<file path="src/sv/datetime_text_validator_top_defines.svh">
// Assertion macros shared by the timestamp checker modules.
`ifndef DATETIME_TEXT_VALIDATOR_TOP_DEFINES_SVH
`define DATETIME_TEXT_VALIDATOR_TOP_DEFINES_SVH

// Check that cond holds in the same cycle as trig.
`define DTV_ASSERT_SAME(label, clk, rst, trig, cond) \
   label: assert property (@(posedge clk) disable iff (rst) (trig) |-> (cond)) \
      else $error("dtv assertion failed");

// Check that cond holds in the cycle after trig.
`define DTV_ASSERT_NEXT(label, clk, rst, trig, cond) \
   label: assert property (@(posedge clk) disable iff (rst) (trig) |=> (cond)) \
      else $error("dtv assertion failed");

`endif

</file>
<file path="src/sv/dtv_pkg.sv">
// Package: constants, types and helper functions of the timestamp checker.
`default_nettype none
package dtv_pkg;

   localparam int unsigned POS_W   = 5;
   localparam int unsigned YEAR_W  = 14;
   localparam int unsigned FIELD_W = 7;
   localparam int unsigned MS_W    = 17;

   localparam logic [POS_W-1:0] TEMPLATE_LEN = 5'd23;
   localparam logic [POS_W-1:0] POS_SAT      = 5'd24;
   localparam logic [POS_W-1:0] MIN_COMPLETE = 5'd16;
   localparam logic [POS_W-1:0] MIN_SECONDS  = 5'd19;

   localparam logic [POS_W-1:0] POS_DATE_SEP1 = 5'd4;
   localparam logic [POS_W-1:0] POS_MONTH_END = 5'd7;
   localparam logic [POS_W-1:0] POS_DATE_TIME = 5'd10;
   localparam logic [POS_W-1:0] POS_HOUR_END  = 5'd13;
   localparam logic [POS_W-1:0] POS_MIN_END   = 5'd16;
   localparam logic [POS_W-1:0] POS_SEC_TENS  = 5'd17;
   localparam logic [POS_W-1:0] POS_SEC_UNITS = 5'd18;
   localparam logic [POS_W-1:0] POS_DOT       = 5'd19;
   localparam logic [POS_W-1:0] POS_FRAC1     = 5'd20;
   localparam logic [POS_W-1:0] POS_FRAC2     = 5'd21;
   localparam logic [POS_W-1:0] POS_CENTURY   = 5'd2;
   localparam logic [POS_W-1:0] POS_YEAR_LOW  = 5'd3;

   localparam logic [7:0] CHAR_ZERO  = 8'h30;
   localparam logic [7:0] CHAR_NINE  = 8'h39;
   localparam logic [7:0] CHAR_SLASH = 8'h2F;
   localparam logic [7:0] CHAR_DASH  = 8'h2D;
   localparam logic [7:0] CHAR_SPACE = 8'h20;
   localparam logic [7:0] CHAR_T     = 8'h54;
   localparam logic [7:0] CHAR_COLON = 8'h3A;
   localparam logic [7:0] CHAR_DOT   = 8'h2E;

   localparam logic [FIELD_W-1:0] MAX_MONTH  = 7'd12;
   localparam logic [FIELD_W-1:0] MAX_HOUR   = 7'd23;
   localparam logic [FIELD_W-1:0] MAX_MINUTE = 7'd59;
   localparam logic [MS_W-1:0]    MAX_MILLIS = 17'd60000;

   localparam logic [FIELD_W-1:0] MONTH_FEB = 7'd2;
   localparam logic [FIELD_W-1:0] MONTH_APR = 7'd4;
   localparam logic [FIELD_W-1:0] MONTH_JUN = 7'd6;
   localparam logic [FIELD_W-1:0] MONTH_SEP = 7'd9;
   localparam logic [FIELD_W-1:0] MONTH_NOV = 7'd11;

   typedef enum logic [1:0] {
      QUAL_SYNTAX     = 2'd0,
      QUAL_INCOMPLETE = 2'd1,
      QUAL_IMPROPER   = 2'd2,
      QUAL_GOOD       = 2'd3
   } quality_type;

   // Parse summary handed from the scanner to the range checker.
   typedef struct packed {
      logic               bad;
      logic               complete;
      logic               has_secs;
      logic               leap;
      logic [YEAR_W-1:0]  year;
      logic [FIELD_W-1:0] month;
      logic [FIELD_W-1:0] day;
      logic [FIELD_W-1:0] hour;
      logic [FIELD_W-1:0] minute;
      logic [MS_W-1:0]    millis;
   } snap_type;

   function automatic logic is_digit(input logic [7:0] c);
      return (c >= CHAR_ZERO) && (c <= CHAR_NINE);
   endfunction

   function automatic logic slot_matches(input logic [POS_W-1:0] p, input logic [7:0] c);
      logic ok;
      case (p)
         POS_DATE_SEP1, POS_MONTH_END: ok = (c == CHAR_SLASH) || (c == CHAR_DASH);
         POS_DATE_TIME: ok = (c == CHAR_SPACE) || (c == CHAR_SLASH) || (c == CHAR_T);
         POS_HOUR_END, POS_MIN_END: ok = (c == CHAR_COLON);
         POS_DOT: ok = (c == CHAR_DOT);
         default: ok = is_digit(c);
      endcase
      return ok;
   endfunction

   // Weight of a seconds digit in milliseconds.
   function automatic logic [MS_W-1:0] digit_weight(input logic [POS_W-1:0] p);
      logic [MS_W-1:0] w;
      case (p)
         POS_SEC_TENS:  w = 17'd10000;
         POS_SEC_UNITS: w = 17'd1000;
         POS_FRAC1:     w = 17'd100;
         POS_FRAC2:     w = 17'd10;
         default:       w = 17'd1;
      endcase
      return w;
   endfunction

   function automatic logic [4:0] month_days(input logic [FIELD_W-1:0] m, input logic leap);
      logic [4:0] n;
      case (m)
         MONTH_FEB: n = leap ? 5'd29 : 5'd28;
         MONTH_APR, MONTH_JUN, MONTH_SEP, MONTH_NOV: n = 5'd30;
         default: n = 5'd31;
      endcase
      return n;
   endfunction

endpackage
`default_nettype wire

</file>
<file path="src/sv/dtv_req_if.sv">
// Interface: character channel into the timestamp checker.
`default_nettype none
interface dtv_req_if;
   logic       valid;
   logic       ready;
   logic [7:0] char_code;
   logic       char_present;
   logic       last;

   modport source (output valid, char_code, char_present, last, input ready);
   modport sink (input valid, char_code, char_present, last, output ready);
endinterface
`default_nettype wire

</file>
<file path="src/sv/dtv_rsp_if.sv">
// Interface: result channel out of the timestamp checker.
`default_nettype none
interface dtv_rsp_if;
   logic        valid;
   logic        ready;
   logic [1:0]  quality;
   logic [13:0] year;
   logic [6:0]  month;
   logic [6:0]  day;
   logic [6:0]  hour;
   logic [6:0]  minute;
   logic [16:0] millis;

   modport source (output valid, quality, year, month, day, hour, minute, millis,
                   input ready);
   modport sink (input valid, quality, year, month, day, hour, minute, millis,
                 output ready);
endinterface
`default_nettype wire

</file>
<file path="src/sv/dtv_scan.sv">
// Module: input register, template match and digit accumulation.
`default_nettype none
`include "datetime_text_validator_top_defines.svh"
module dtv_scan (
   input  wire logic             clock,
   input  wire logic             reset,
   dtv_req_if.sink               req,
   output dtv_pkg::snap_type     snap,
   output logic                  snap_valid,
   input  wire logic             snap_ready
);
   import dtv_pkg::*;

   logic                in_valid_ff;
   logic [7:0]          in_char_ff;
   logic                in_present_ff;
   logic                in_last_ff;

   logic [POS_W-1:0]    pos_ff, pos_in;
   logic                bad_ff, bad_in;
   logic [YEAR_W-1:0]   year_ff, year_in;
   logic [FIELD_W-1:0]  month_ff, month_in;
   logic [FIELD_W-1:0]  day_ff, day_in;
   logic [FIELD_W-1:0]  hour_ff, hour_in;
   logic [FIELD_W-1:0]  minute_ff, minute_in;
   logic [MS_W-1:0]     millis_ff, millis_in;
   logic [1:0]          cent_ff, cent_in;
   logic                tail_ff, tail_in;

   snap_type            snap_ff, snap_in;
   logic                snap_valid_ff;
   logic                advance;
   logic [3:0]          digit;

   // Move the held item on unless it ends a text and the summary slot is full and not being taken.
   assign advance   = in_valid_ff && (!in_last_ff || !snap_valid_ff || snap_ready);
   assign req.ready = !in_valid_ff || advance;

   assign snap       = snap_ff;
   assign snap_valid = snap_valid_ff;

   always_comb begin
      pos_in    = pos_ff;
      bad_in    = bad_ff;
      year_in   = year_ff;
      month_in  = month_ff;
      day_in    = day_ff;
      hour_in   = hour_ff;
      minute_in = minute_ff;
      millis_in = millis_ff;
      cent_in   = cent_ff;
      tail_in   = tail_ff;
      digit     = 4'(in_char_ff - CHAR_ZERO);
      if (in_present_ff) begin
         if (pos_ff >= TEMPLATE_LEN || !slot_matches(pos_ff, in_char_ff)) begin
            bad_in = 1'b1;
         end else if (is_digit(in_char_ff)) begin
            if (pos_ff < POS_DATE_SEP1) begin
               year_in = 14'(year_ff * 14'd10 + 14'(digit));
               // century mod 4 and trailing zeros give the leap rule without a divider
               if (pos_ff < POS_CENTURY) begin
                  cent_in = 2'({cent_ff[0], 1'b0} + digit[1:0]);
               end else if (pos_ff == POS_CENTURY) begin
                  tail_in = (digit == 4'd0);
               end else begin
                  tail_in = tail_ff && (digit == 4'd0);
               end
            end else if (pos_ff < POS_MONTH_END) begin
               month_in = 7'(month_ff * 7'd10 + 7'(digit));
            end else if (pos_ff < POS_DATE_TIME) begin
               day_in = 7'(day_ff * 7'd10 + 7'(digit));
            end else if (pos_ff < POS_HOUR_END) begin
               hour_in = 7'(hour_ff * 7'd10 + 7'(digit));
            end else if (pos_ff < POS_MIN_END) begin
               minute_in = 7'(minute_ff * 7'd10 + 7'(digit));
            end else begin
               millis_in = 17'(millis_ff + 17'(digit) * digit_weight(pos_ff));
            end
         end
         if (pos_ff < POS_SAT) begin
            pos_in = 5'(pos_ff + 5'd1);
         end
      end

      snap_in.bad      = bad_in;
      snap_in.complete = (pos_in >= MIN_COMPLETE);
      snap_in.has_secs = (pos_in >= MIN_SECONDS);
      snap_in.leap     = (year_in[1:0] == 2'd0) && (!tail_in || cent_in == 2'd0);
      snap_in.year     = year_in;
      snap_in.month    = month_in;
      snap_in.day      = day_in;
      snap_in.hour     = hour_in;
      snap_in.minute   = minute_in;
      snap_in.millis   = (pos_in >= MIN_SECONDS) ? millis_in : '0;
   end

   always_ff @(posedge clock) begin
      if (reset) begin
         in_valid_ff   <= 1'b0;
         snap_valid_ff <= 1'b0;
         pos_ff        <= '0;
         bad_ff        <= 1'b0;
         year_ff       <= '0;
         month_ff      <= '0;
         day_ff        <= '0;
         hour_ff       <= '0;
         minute_ff     <= '0;
         millis_ff     <= '0;
         cent_ff       <= '0;
         tail_ff       <= 1'b0;
      end else begin
         if (req.ready) begin
            in_valid_ff <= req.valid;
         end
         if (snap_ready) begin
            snap_valid_ff <= 1'b0;
         end
         if (advance) begin
            if (in_last_ff) begin
               snap_valid_ff <= 1'b1;
               pos_ff        <= '0;
               bad_ff        <= 1'b0;
               year_ff       <= '0;
               month_ff      <= '0;
               day_ff        <= '0;
               hour_ff       <= '0;
               minute_ff     <= '0;
               millis_ff     <= '0;
               cent_ff       <= '0;
               tail_ff       <= 1'b0;
            end else begin
               pos_ff    <= pos_in;
               bad_ff    <= bad_in;
               year_ff   <= year_in;
               month_ff  <= month_in;
               day_ff    <= day_in;
               hour_ff   <= hour_in;
               minute_ff <= minute_in;
               millis_ff <= millis_in;
               cent_ff   <= cent_in;
               tail_ff   <= tail_in;
            end
         end
      end
   end

   always_ff @(posedge clock) begin
      if (req.ready) begin
         in_char_ff    <= req.char_code;
         in_present_ff <= req.char_present;
         in_last_ff    <= req.last;
      end
      if (advance && in_last_ff) begin
         snap_ff <= snap_in;
      end
   end

   `DTV_ASSERT_SAME(a_pos_saturates, clock, reset, 1'b1, pos_ff <= POS_SAT)
   `DTV_ASSERT_NEXT(a_clear_after_end, clock, reset, advance && in_last_ff, pos_ff == '0 && !bad_ff && millis_ff == '0)
   `DTV_ASSERT_SAME(a_secs_gated, clock, reset, snap_valid_ff && !snap_ff.has_secs, snap_ff.millis == '0)

endmodule
`default_nettype wire

</file>
<file path="src/sv/dtv_check.sv">
// Module: range check of a parsed timestamp and the result register.
`default_nettype none
`include "datetime_text_validator_top_defines.svh"
module dtv_check (
   input  wire logic             clock,
   input  wire logic             reset,
   input  wire dtv_pkg::snap_type snap,
   input  wire logic             snap_valid,
   output logic                  snap_ready,
   dtv_rsp_if.source             rsp
);
   import dtv_pkg::*;

   logic                rsp_valid_ff;
   quality_type         quality_ff, quality_in;
   logic [YEAR_W-1:0]   year_ff, year_in;
   logic [FIELD_W-1:0]  month_ff, month_in;
   logic [FIELD_W-1:0]  day_ff, day_in;
   logic [FIELD_W-1:0]  hour_ff, hour_in;
   logic [FIELD_W-1:0]  minute_ff, minute_in;
   logic [MS_W-1:0]     millis_ff, millis_in;
   logic                improper;

   assign snap_ready = !rsp_valid_ff || rsp.ready;

   always_comb begin
      improper = (snap.month == '0) || (snap.month > MAX_MONTH) ||
                 (snap.day > {2'b00, month_days(snap.month, snap.leap)}) ||
                 (snap.hour > MAX_HOUR) || (snap.minute > MAX_MINUTE) ||
                 (snap.millis > MAX_MILLIS);
      if (snap.bad) begin
         quality_in = QUAL_SYNTAX;
      end else if (!snap.complete) begin
         quality_in = QUAL_INCOMPLETE;
      end else if (improper) begin
         quality_in = QUAL_IMPROPER;
      end else begin
         quality_in = QUAL_GOOD;
      end
      // drop the fields of a text that did not parse
      if (quality_in == QUAL_SYNTAX || quality_in == QUAL_INCOMPLETE) begin
         year_in   = '0;
         month_in  = '0;
         day_in    = '0;
         hour_in   = '0;
         minute_in = '0;
         millis_in = '0;
      end else begin
         year_in   = snap.year;
         month_in  = snap.month;
         day_in    = snap.day;
         hour_in   = snap.hour;
         minute_in = snap.minute;
         millis_in = snap.millis;
      end
   end

   always_ff @(posedge clock) begin
      if (reset) begin
         rsp_valid_ff <= 1'b0;
      end else if (snap_ready) begin
         rsp_valid_ff <= snap_valid;
      end
   end

   always_ff @(posedge clock) begin
      if (snap_ready && snap_valid) begin
         quality_ff <= quality_in;
         year_ff    <= year_in;
         month_ff   <= month_in;
         day_ff     <= day_in;
         hour_ff    <= hour_in;
         minute_ff  <= minute_in;
         millis_ff  <= millis_in;
      end
   end

   assign rsp.valid   = rsp_valid_ff;
   assign rsp.quality = quality_ff;
   assign rsp.year    = year_ff;
   assign rsp.month   = month_ff;
   assign rsp.day     = day_ff;
   assign rsp.hour    = hour_ff;
   assign rsp.minute  = minute_ff;
   assign rsp.millis  = millis_ff;

   `DTV_ASSERT_SAME(a_unparsed_zero, clock, reset, rsp_valid_ff && (quality_ff == QUAL_SYNTAX || quality_ff == QUAL_INCOMPLETE), year_ff == '0 && month_ff == '0 && millis_ff == '0)
   `DTV_ASSERT_SAME(a_good_in_range, clock, reset, rsp_valid_ff && quality_ff == QUAL_GOOD, month_ff != '0 && month_ff <= MAX_MONTH && hour_ff <= MAX_HOUR && millis_ff <= MAX_MILLIS)
   `DTV_ASSERT_NEXT(a_take_gives_result, clock, reset, snap_valid && snap_ready, rsp_valid_ff)

endmodule
`default_nettype wire

</file>
<file path="src/sv/datetime_text_validator_top.sv">
// Top level: timestamp text checker, one character item in per cycle while the result side does not stall.
// A text's end item goes from the input register to the summary register and then to the result register.
// Throughput: one character item per cycle, with results back to back, while the result side keeps taking them.
// The input register, the summary register and the result register each hold one item.
// Synchronous reset clears the pipeline valids and all parse state; no item is lost
// or repeated under stalls on either side.
`default_nettype none
module datetime_text_validator_top (
   input  wire logic clock,
   input  wire logic reset,
   dtv_req_if.sink   req,
   dtv_rsp_if.source rsp
);
   import dtv_pkg::*;

   // Parse summary of a finished text, held between scanner and checker.
   snap_type snap;
   logic     snap_valid;
   logic     snap_ready;

   // Scanner: register each character item, match it against the template slot
   // for its position and accumulate the digits; on the end item, hand over a
   // summary and clear the parse state for the next text.
   dtv_scan u_scan (
      .clock      (clock),
      .reset      (reset),
      .req        (req),
      .snap       (snap),
      .snap_valid (snap_valid),
      .snap_ready (snap_ready)
   );

   // Checker: grade the summary (syntax, completeness, field ranges including
   // the Gregorian month length) and hold the result item until it is taken.
   dtv_check u_check (
      .clock      (clock),
      .reset      (reset),
      .snap       (snap),
      .snap_valid (snap_valid),
      .snap_ready (snap_ready),
      .rsp        (rsp)
   );

endmodule
`default_nettype wire

</file>
<file path="src/flat_wrapper.sv">
// flat-port wrapper written by rule: the top's interface ports become plain ports
module datetime_text_validator_top_flat import dtv_pkg::*;
  (clock, reset, req_valid, req_char_code, req_char_present, req_last, req_ready, rsp_valid, rsp_quality, rsp_year, rsp_month, rsp_day, rsp_hour, rsp_minute, rsp_millis, rsp_ready);
  dtv_req_if req_i ();
  dtv_rsp_if rsp_i ();
  input  wire logic clock;
  input  wire logic reset;
  input wire logic [$bits(req_i.valid)-1:0] req_valid;
  input wire logic [$bits(req_i.char_code)-1:0] req_char_code;
  input wire logic [$bits(req_i.char_present)-1:0] req_char_present;
  input wire logic [$bits(req_i.last)-1:0] req_last;
  output wire logic [$bits(req_i.ready)-1:0] req_ready;
  output wire logic [$bits(rsp_i.valid)-1:0] rsp_valid;
  output wire logic [$bits(rsp_i.quality)-1:0] rsp_quality;
  output wire logic [$bits(rsp_i.year)-1:0] rsp_year;
  output wire logic [$bits(rsp_i.month)-1:0] rsp_month;
  output wire logic [$bits(rsp_i.day)-1:0] rsp_day;
  output wire logic [$bits(rsp_i.hour)-1:0] rsp_hour;
  output wire logic [$bits(rsp_i.minute)-1:0] rsp_minute;
  output wire logic [$bits(rsp_i.millis)-1:0] rsp_millis;
  input wire logic [$bits(rsp_i.ready)-1:0] rsp_ready;
  assign req_i.valid = req_valid;
  assign req_i.char_code = req_char_code;
  assign req_i.char_present = req_char_present;
  assign req_i.last = req_last;
  assign req_ready = req_i.ready;
  assign rsp_valid = rsp_i.valid;
  assign rsp_quality = rsp_i.quality;
  assign rsp_year = rsp_i.year;
  assign rsp_month = rsp_i.month;
  assign rsp_day = rsp_i.day;
  assign rsp_hour = rsp_i.hour;
  assign rsp_minute = rsp_i.minute;
  assign rsp_millis = rsp_i.millis;
  assign rsp_i.ready = rsp_ready;
  datetime_text_validator_top u_core (.clock(clock), .reset(reset), .req(req_i), .rsp(rsp_i));
endmodule
</file>
<file path="config.mk">
export PLATFORM = sky130hd
export DESIGN_NAME = datetime_text_validator_top_flat
export DESIGN_NICKNAME = d
export VERILOG_FILES = /design/src/sv/dtv_pkg.sv /design/src/sv/dtv_req_if.sv /design/src/sv/dtv_rsp_if.sv /design/src/sv/dtv_scan.sv /design/src/sv/dtv_check.sv /design/src/sv/datetime_text_validator_top.sv /design/src/flat_wrapper.sv
export VERILOG_INCLUDE_DIRS = /design/src /design/src/sv
export SDC_FILE = /design/constraint.sdc
export NUM_CORES = 1
export LEC_CHECK = 0
export ABC_AREA = 1
export BUFFER_PORTS_ARGS = -buffer_cell sky130_fd_sc_hd__buf_2
export CORE_UTILIZATION = 56
export DETAILED_ROUTE_END_ITERATION = 10
export GPL_TIMING_DRIVEN = 0
export PLACE_DENSITY = 0.74
export REMOVE_ABC_BUFFERS = 1
export SETUP_SLACK_MARGIN = 0.4
export SYNTH_ARGS = -nofsm -noshare
export SYNTH_HDL_FRONTEND = slang
export SYNTH_HIERARCHICAL = 1
export SYNTH_SLANG_ARGS = --single-unit
</file>
<file path="constraint.sdc">
create_clock -name clock -period 7.81 [get_ports clock]
set_input_delay 0.3905 -clock clock [delete_from_list [all_inputs] [get_ports clock]]
set_output_delay 0.3905 -clock clock [all_outputs]
set_load 0.005 [all_outputs]
</file>
==> results of run 1 <==
==> power by group <==
group	switching (mW)	total [mW]	internal (mW)	leakage, nW
Combinational	0.0850	0.127	0.0421	4.70
Sequential	0.0188	1.18	1.16	1.83
Clock	0.444	1.09	0.642	0.372
==> cells in the final DEF, fill, tap and decap left out, types with 3 or more instances in the layout <==
master and n:
a21boi_0 12, a21oi_1 115, and2_1 9, buf_12 3, buf_2 75, clkbuf_1 3, clkbuf_16 23, clkbuf_8 3
clkinv_1 3, clkinv_4 3, dfxtp_1 71, edfxtp_1 133, fa_1 40, ha_1 82, inv_1 277, inv_2 7
nand2_1 470, nand2_2 4, nand3_1 96, nand3b_1 5, nand4_1 18, nor2_1 175, nor2_2 6, nor2_4 5
nor3_1 10, o211ai_1 5, o21ai_0 61, o21ai_1 7, o21bai_1 5, o31ai_1 4, or2_2 3, xnor2_1 28
xor2_1 19
==> area by class of cell <==
| class | count | area [µm²] | area share, % |
|---|---|---|---|
| Inverter | 286 | 1079 | 7.167 |
| Clock inverter | 13 | 142.6 | 0.9479 |
| Multi-Input combinational cell | 1198 | 6875 | 45.69 |
| Tap cell | 319 | 399.1 | 2.652 |
| Timing Repair Buffer | 82 | 509.2 | 3.384 |
| Clock buffer | 29 | 628.1 | 4.174 |
| Sequential cell | 204 | 5415 | 35.99 |
==> registers in the layout (all words and copies together), names as in the netlist <==
name                         count
u_core/u_check/rsp.month         7
u_core/u_scan/day_ff             7
u_core/u_scan/bad_ff             1
u_core/u_scan/snap_valid         1
u_core/u_scan/pos_ff             5
u_core/u_scan/in_char_ff         8
u_core/u_check/rsp.millis       17
u_core/u_scan/tail_ff            1
u_core/u_check/rsp.valid         1
u_core/u_check/rsp.day           7
u_core/u_scan/cent_ff            2
u_core/u_scan/in_last_ff         1
u_core/u_scan/in_present_ff      1
u_core/u_scan/hour_ff            7
u_core/u_check/rsp.year         14
u_core/u_check/rsp.quality       2
u_core/u_scan/month_ff           7
u_core/u_scan/in_valid_ff        1
u_core/u_check/rsp.minute        7
u_core/u_scan/minute_ff          7
u_core/u_check/rsp.hour          7
u_core/u_scan/snap              62
u_core/u_scan/millis_ff         17
u_core/u_scan/year_ff           14
==> how the worst min path moves through the flow <==
stage,start,endpoint,slack [ps],cells after the start
after floorplan,u_core/u_scan/day_ff[6],u_core/u_scan/day_ff[6],440,2
after global placement,u_core/u_scan/year_ff[13],u_core/u_scan/year_ff[13],450,2
after detailed placement,u_core/u_scan/millis_ff[14],u_core/u_scan/millis_ff[14],460,2
after CTS,req_last,u_core/u_scan/in_last_ff,20,1
after global routing,req_char_code[7],u_core/u_scan/in_char_ff[7],10,1
final,req_char_code[7],u_core/u_scan/in_char_ff[7],30,1
==> per-stage QoR <==
step / setup slack (ps) / hold WS, ps
final: 2014 / 32.34
after global routing: 1715 / 12.46
after CTS: 2110 / 16.78
after detailed placement: 2111 / 461.1
after global placement: 2162 / 451.7
after floorplan: 2990 / 439.3
==> layer usage <==
metal  GRT usage [%]  routed length [µm]  up-vias
met1           30.92               13240     5149
met3           4.079                1674       43
met2           39.21               13240      279
li1                -                   -     5651
met5               0                   0        -
met4           7.952                 716        0
==> flow_summary_export.csv, run 1 <==
group,metric,value,unit
status,status,"finished clean",
cts,cts_tree,"built",
detailed_routing,vias,11120,
worst_setup_path,critical_path_class,"flip-flop to flip-flop",
grt,grt.total_usage,23.55,%
worst_setup_path,timing.critical_path.to_type,"flip-flop",
worst_setup_path,crit_path_max_fanout,24,
worst_setup_path,critPathLaunchType,"flip-flop",
timing,max_slew.worst_pin.slew,1151,ps
die,floorplan.die_area,24930,µm²
hold_path,timing.hold.worst.class,"input port to flip-flop",
cts,cts-htree-levels,1,
timing,rsz0062_at_grt,"no",
worst_setup_path,cell_depth_of_the_worst_setup_path,22,
timing,fin_skew,19.96,ps
die,initial_core_util,57.47,%
detailed_routing,routed_wl,28870,µm
timing,final_max_slew_viol_count,0,
worst_setup_path,worst-r2r-setup-slack,2010,ps
placement,placer_congestion_estimate,0.8998,
cts,postCtsSetupBuffers,0,
placement,post_dp_area,14260,µm²
worst_setup_path,end_of_the_worst_register_to_register_path,"u_core/u_scan/snap[15]",
cells_and_area,antenna_cells,0,
timing,count_of_final_hold_check_violations,0,
placement,dp_hpwl,20290,µm
die,num_rows,56,
timing,achievable-frequency,172.5,MHz
cts,tritoncts_buffers,23,
die,placeableCoreArea,23680,µm²
cells_and_area,stdcell_count,2131,
worst_setup_path,setup_crit_end,"u_core/u_scan/snap[15]",
die,fp.dieW,157.9,µm
grt,grt_start_max_net_pins,70,
power_and_ir_drop,post_layout_power,2.396,mW
worst_setup_path,cp.required,8070,ps
detailed_routing,detail_route.first_pass.iterations,5,
die,die_h,157.9,µm
cts,cts-root-to-sink-buffers,3,
power_and_ir_drop,static-leakage-power,6.908,nW
worst_setup_path,crit-reg2reg-launch,"u_core/u_scan/pos_ff[4]",
timing,worst_slew_margin_rel,23.18,%
placement,dp.cells,2088,
cells_and_area,final_area,15050,µm²
die,io_pins,77,
timing,period_share,74.21,%
worst_setup_path,timing.critical_path.slowest_cell_delay,1080,ps
worst_setup_path,timing.critical_path.buf_inv,5,
cells_and_area,layout.nets,1931,
logic_synthesis,synthesis.area,13610,µm²
detailed_routing,detail_route.vias_per_cell,5.219,
timing,setup-violations-final,0,
grt,global_route_wire_length_before_repair,46980,µm
power_and_ir_drop,worst_ir_drop_vdd,124.3,µV
cts,post_cts_hold_buffer_count,0,
power_and_ir_drop,power-per-cell-area,159.2,nW/µm²
cts,clk_pin_slew_worst_paths,60,ps
cells_and_area,finalCoreUtilization,63.54,%
worst_setup_path,reg2reg_depth,22,
logic_synthesis,yosysWarnings,6,
grt,via_count_of_the_first_global_routing_pass,10060,
timing,fin_tns_setup,0,ps
worst_setup_path,critical-path-top-cell-by-count,"nand2_1",
detailed_routing,drt-initial-drc-count,637,
worst_setup_path,timing.critical_path.cells,"inv_2 > nor2_2 > inv_1 > nor2_1 > inv_1 > nor2_1 > fa_1 > fa_1 > inv_1 > fa_1 > inv_1 > ha_1 > nand2_1 > nor3_1 > nand2_1 > o211ai_1 > nand3_1 > nand2_1 > xor2_1 > nand2_1 > nand2_1 > nor2_1",
cts,ctsResizeCount,0,
worst_setup_path,critPathSlowestCell,"dfxtp_1",
logic_synthesis,syn-mean-instance-area,7.817,µm²
placement,quantity_of_i_o_buffers_inserted_on_ports,76,
detailed_routing,route.detailed.wl_per_inst,13.55,µm
cells_and_area,num-fill-cells,2090,
cts,ctsRootBufferMaster,"clkbuf_16",
grt,globalRoute.totalOverflow,0,
cts,clock_insertion_delay_worst_skew,530,ps
worst_setup_path,timing.critical_path.max_delay_family,"adder cells",
logic_synthesis,post_synth_inst_count,1741,
worst_setup_path,worstSetupStartpoint,"u_core/u_scan/pos_ff[4]",
detailed_routing,drtAntennaViolNets,0,
detailed_routing,drc,0,
worst_setup_path,worst_ep_arrival,6050,ps
cts,cts_num_sinks,204,
grt,antenna_violations_before_repair,0,
cells_and_area,post_route_cells_drive_above_1_share,8.720,%
timing,final_period_minus_worst_setup_slack,5796,ps
run,number_of_max_cap_violations,0,
cells_and_area,flow.area_growth_from_synthesis,10.57,%
No activity file was read; power rests on OpenSTA's default activity.
==> run 2, diff against run 1 <==
PLACE_DENSITY = 0.77   (was 0.74)
clock period = 4.7 ns   (was 7.81 ns; I/O delays follow)
==> flow_summary_export.csv, run 2 (synthesis gave the netlist of run 1 again) <==
group,metric,value,unit
cells_and_area,largest_register_ffs,62,
timing,final_period_minus_worst_setup_slack,4266,ps
timing,setup-violations-final,0,
detailed_routing,drc,0,
detailed_routing,vias,11480,
placement,post_dp_area,14330,µm²
placement,placer_congestion_estimate,0.8761,
placement,dp_worst_setup_slack,-1017,ps
die,fp.dieW,157.9,µm
worst_setup_path,worst_ep_arrival,4510,ps
placement,quantity_of_i_o_buffers_inserted_on_ports,76,
timing,achievable-frequency,234.4,MHz
cells_and_area,layout.nets,1973,
cells_and_area,layout.cells.most_common_list,"nand2_1, inv_1, nor2_1, edfxtp_1, a21oi_1",
timing,setup_slack_of_the_critical_path_after_layout,434.0,ps
placement,dp.cells,2091,
detailed_routing,drt-initial-drc-count,883,
worst_setup_path,critPathSlowestCell,"fa_1",
cts,clock_insertion_delay_worst_skew,520,ps
cells_and_area,mostFrequentLayoutCell,"nand2_1",
cells_and_area,antenna_cells,0,
worst_setup_path,crit_path_max_fanout,5,
die,io_pins,77,
cts,cts_tree,"built",
detailed_routing,drtAntennaViolNets,0,
power_and_ir_drop,power-per-cell-area,254.1,nW/µm²
cts,cts-htree-levels,1,
cells_and_area,num-fill-cells,1911,
cts,clk_pin_slew_worst_paths,70,ps
worst_setup_path,timing.critical_path.cells,"inv_6 > nor2_4 > nand3_4 > nand2_2 > inv_2 > nor2_2 > fa_1 > fa_1 > inv_1 > fa_1 > inv_1 > ha_4 > inv_2 > nor3_2 > nand2_1 > o211ai_1 > nand3_1 > nand2_1 > xor2_1 > nand2_1 > nand2_1 > nor2_1",
grt,globalRoute.totalOverflow,0,
timing,rsz0062_at_grt,"yes",
detailed_routing,detail_route.first_pass.iterations,6,
die,placeableCoreArea,23680,µm²
cts,tritoncts_buffers,22,
worst_setup_path,timing.critical_path.max_delay_family,"adder cells",
grt,via_count_of_the_first_global_routing_pass,10400,
die,floorplan.die_area,24930,µm²
worst_setup_path,critPathLaunchType,"flip-flop",
die,initial_core_util,57.47,%
status,status,"finished clean",
cells_and_area,stdcell_count,2172,
timing,count_of_final_hold_check_violations,0,
run,number_of_max_cap_violations,0,
detailed_routing,route.detailed.wl_per_inst,14.22,µm
cts,cts_num_sinks,204,
grt,grt_start_max_net_pins,70,
hold_path,timing.hold.worst.class,"input port to flip-flop",
power_and_ir_drop,worst_ir_drop_vdd,271.5,µV
timing,max_slew.worst_pin.slew,1282,ps
detailed_routing,detail_route.vias_per_cell,5.285,
cells_and_area,layout.area.seq,5434,µm²
placement,dp_hpwl,20640,µm
cts,cts-root-to-sink-buffers,3,
grt,grt.total_usage,24.56,%
timing,final_max_slew_viol_count,0,
cts,ctsRootBufferMaster,"clkbuf_16",
cells_and_area,multi_input_comb_area,7333,µm²
worst_setup_path,cp.required,4950,ps
die,die_h,157.9,µm
grt,antenna_violations_before_repair,0,
worst_setup_path,critical-path-top-cell-by-count,"nand2_1",
timing,worst_slew_margin_rel,14.24,%
power_and_ir_drop,static-leakage-power,7.227,nW
worst_setup_path,timing.critical_path.buf_inv,5,
power_and_ir_drop,post_layout_power,4.055,mW
die,num_rows,56,
worst_setup_path,timing.critical_path.to_type,"flip-flop",
cells_and_area,flow.area_growth_from_synthesis,17.27,%
worst_setup_path,timing.critical_path.slowest_cell_delay,530,ps
cells_and_area,final_area,15960,µm²
timing,period_share,90.77,%
grt,global_route_wire_length_before_repair,48820,µm
detailed_routing,routed_wl,30900,µm
timing,fin_skew,20.30,ps
worst_setup_path,critical_path_class,"flip-flop to flip-flop",
cells_and_area,post_route_cells_drive_above_1_share,14.95,%
-- run 2: final cells by class --
type | count | area share [%]
multi-input combinational | 1198 | 45.95
inverter | 286 | 6.868
timing repair buffer | 125 | 5.708
tap | 319 | 2.501
clock inverter | 15 | 1.278
sequential | 204 | 34.05
clock buffer | 25 | 3.646
-- run 2: path summary, 6_finish.rpt --
| check | start | end | slack [ps] | cells past startpoint |
|---|---|---|---|---|
| worst min-delay path | rsp_ready | u_core/u_check/rsp.valid | 50 | 4 |
| worst max-delay path | u_core/u_scan/pos_ff[2] | u_core/u_scan/snap[15] | 430 | 22 |
| worst max register to register | u_core/u_scan/pos_ff[2] | u_core/u_scan/snap[15] | 430 | 22 |
| worst min register to register | u_core/u_scan/millis_ff[13] | u_core/u_scan/millis_ff[13] | 470 | 2 |
-- run 2: where the power goes --
| group | total (mW) | switching (mW) | internal [mW] |
|---|---|---|---|
| clock | 1.85 | 0.736 | 1.12 |
| sequential | 1.95 | 0.0211 | 1.93 |
| combinational | 0.247 | 0.162 | 0.0856 |
| total | 4.05 | 0.919 | 3.14 |
-- run 2: stage by stage --
stage,utilization (%),hold WS [ps],TNS (ps)
6_report,67.39,49.97,0
5_1_grt,67.39,75.01,0
4_1_cts,65.80,39.14,0
3_5_place_dp,60.51,413.1,-19090
3_3_place_gp,59.65,414.1,-56170
2_1_floorplan,-,297.4,-622.6
-- run 2: worst min-delay path, stage by stage --
cell	delay, ps
buf_2	70
inv_1	60
nand2_1	90
a21oi_1	60
-- run 2: repair_timing --
item,4_1_cts,5_1_grt
buffers inserted,18,12
hold endpoints to repair,11,0
pin swaps,14,50
hold buffers,11,0
resized for setup,56,78
setup endpoints to repair,30,22
-- run 2: metal layers --
metal	global-route usage (%)	routed length [µm]	part of all wire, %	vias up
met4	7.628	869	2.8	0
met2	41.54	14790	48	368
met5	0	0	0	-
met3	3.422	1928	6.2	65
met1	32.51	13310	43	5302
li1	-	-	-	5745
==> run 3, diff against run 2 <==
CTS_BUF_LIST = sky130_fd_sc_hd__clkbuf_4 sky130_fd_sc_hd__clkbuf_8   (was unset)
==> flow_summary_export.csv, run 3 (synthesis gave the netlist of run 1 again) <==
group,metric,value,unit
status,status,"finished clean",
cells_and_area,num-fill-cells,1904,
grt,grt.total_usage,24.93,%
cells_and_area,post_route_cells_drive_above_1_share,16.72,%
cells_and_area,layout.nets,1992,
detailed_routing,detail_route.first_pass.iterations,5,
detailed_routing,routed_wl,30980,µm
cells_and_area,largest_register_ffs,62,
detailed_routing,detail_route.vias_per_cell,5.276,
timing,setup_slack_of_the_critical_path_after_layout,399.7,ps
die,placeableCoreArea,23680,µm²
placement,post_dp_area,14330,µm²
cts,cts_tree,"built",
placement,dp_hpwl,20640,µm
placement,quantity_of_i_o_buffers_inserted_on_ports,76,
placement,placer_congestion_estimate,0.8761,
die,floorplan.die_area,24930,µm²
grt,global_route_wire_length_before_repair,49360,µm
worst_setup_path,critPathLaunchType,"flip-flop",
hold_path,hold_path_depth,4,
hold_path,hold_path_end,"u_core/u_check/rsp.valid",
cts,ctsRootBufferMaster,"clkbuf_8",
grt,via_count_of_the_first_global_routing_pass,10490,
worst_setup_path,worst_ep_arrival,4560,ps
cells_and_area,multi_input_comb_area,7302,µm²
power_and_ir_drop,worst_ir_drop_vdd,221.6,µV
worst_setup_path,timing.critical_path.max_delay_family,"adder cells",
timing,achievable-frequency,232.5,MHz
cells_and_area,final_area,16000,µm²
worst_setup_path,worst-r2r-setup-slack,400,ps
cells_and_area,mostFrequentLayoutCell,"nand2_1",
worst_setup_path,reg2reg_depth,21,
cells_and_area,layout.cells.most_common_list,"nand2_1, inv_1, nor2_1, edfxtp_1, a21oi_1",
timing,fin_tns_setup,0,ps
detailed_routing,drt-initial-drc-count,790,
cts,tritoncts_buffers,36,
worst_setup_path,timing.critical_path.buf_inv,6,
worst_setup_path,timing.critical_path.slowest_cell_delay,510,ps
cells_and_area,antenna_cells,0,
power_and_ir_drop,static-leakage-power,7.287,nW
power_and_ir_drop,power-per-cell-area,251.1,nW/µm²
die,die_h,157.9,µm
hold_path,hp-start,"rsp_ready",
timing,fin_skew,29.47,ps
die,num_rows,56,
worst_setup_path,crit_path_max_fanout,4,
die,initial_core_util,57.47,%
cts,cts-htree-levels,2,
timing,rsz0062_at_grt,"yes",
cts,cts_num_sinks,204,
detailed_routing,drtAntennaViolNets,0,
cells_and_area,layout.area.seq,5434,µm²
cts,clk_pin_slew_worst_paths,60,ps
cts,cts-root-to-sink-buffers,3,
hold_path,timing.hold.worst.class,"input port to flip-flop",
grt,globalRoute.totalOverflow,0,
worst_setup_path,timing.critical_path.cells,"inv_2 > ha_4 > inv_4 > nor2_4 > buf_6 > nor3_4 > nand2_1 > fa_1 > fa_2 > fa_1 > inv_2 > ha_4 > inv_4 > buf_4 > o31ai_4 > nand3_1 > nand3_2 > xor2_2 > nand2_1 > nand2_1 > nor2_1",
worst_setup_path,critical_path_class,"flip-flop to flip-flop",
timing,worst_slew_margin_rel,14.69,%
worst_setup_path,critPathSlowestCell,"fa_1",
timing,final_period_minus_worst_setup_slack,4300,ps
timing,final_max_slew_viol_count,0,
worst_setup_path,crit-reg2reg-launch,"u_core/u_scan/pos_ff[1]",
die,io_pins,77,
cts,clock_insertion_delay_worst_skew,540,ps
timing,setup-violations-final,0,
cells_and_area,flow.area_growth_from_synthesis,17.56,%
timing,period_share,91.50,%
worst_setup_path,cp.required,4960,ps
worst_setup_path,critical-path-top-cell-by-count,"nand2_1",
die,fp.dieW,157.9,µm
timing,max_slew.worst_pin.slew,1275,ps
run,number_of_max_cap_violations,0,
detailed_routing,drc,0,
worst_setup_path,end_of_the_worst_register_to_register_path,"u_core/u_scan/snap[13]",
grt,antenna_violations_before_repair,0,
detailed_routing,vias,11620,
worst_setup_path,timing.critical_path.to_type,"flip-flop",
grt,grt_start_max_net_pins,70,
timing,count_of_final_hold_check_violations,0,
placement,dp_worst_setup_slack,-1017,ps
detailed_routing,route.detailed.wl_per_inst,14.06,µm
run 3: repair_timing:
| item | CTS | global route |
|---|---|---|
| hold buffers | 11 | 0 |
| setup endpoints to repair | 29 | 24 |
| pin swaps | 18 | 62 |
| gates resized for setup | 60 | 78 |
| hold endpoints to repair | 11 | 0 |
| setup buffers | 24 | 11 |
run 3: tightest hold or removal path, cell delays in order:
cell and delay, ps:
buf_2 70, inv_1 60, nand2_1 90, a21oi_1 60
run 3: worst max-delay path by stage:
stage                            start                           to  cells past startpoint
2_1_floorplan  u_core/u_scan/pos_ff[4]       u_core/u_scan/snap[14]                     22
3_3_place_gp   u_core/u_scan/pos_ff[4]  u_core/u_scan/millis_ff[11]                     22
3_5_place_dp   u_core/u_scan/pos_ff[4]       u_core/u_scan/snap[15]                     22
4_1_cts        u_core/u_scan/pos_ff[0]       u_core/u_scan/snap[15]                     22
5_1_grt        u_core/u_scan/pos_ff[2]       u_core/u_scan/snap[14]                     23
6_report       u_core/u_scan/pos_ff[1]       u_core/u_scan/snap[13]                     21
run 3: final cells by class:
class | instances | share of cell area, %
multi-input combinational | 1198 | 45.64
sequential | 204 | 33.96
inverter | 286 | 6.882
timing repair buffer | 130 | 5.998
clock buffer | 54 | 4.137
tap | 319 | 2.495
clock inverter | 12 | 0.8837
run 3: per-layer routing:
layer | global-route usage (%) | up-vias | routed length [µm]
met2 | 41.75 | 389 | 14920
li1 | - | 5786 | -
met3 | 4.435 | 59 | 1989
met5 | 0 | - | 0
met4 | 8.183 | 0 | 731
met1 | 32.58 | 5389 | 13340
run 3: power by group:
group | switching (mW) | leakage (nW) | internal, mW
Sequential | 0.0213 | 1.84 | 1.93
Combinational | 0.162 | 5.02 | 0.0868
Clock | 0.742 | 0.429 | 1.07
run 3: stage by stage:
step           util (%)  instances  total power [mW]  hold slack (ps)
2_1_floorplan         -       1688             2.127            297.4
3_3_place_gp      59.65       2083             2.199            414.1
3_5_place_dp      60.51       2091             2.219            413.1
4_1_cts           66.12       2192             4.056            15.97
5_1_grt           67.56       2203             4.167            49.74
6_report          67.56       2203             4.018            43.98
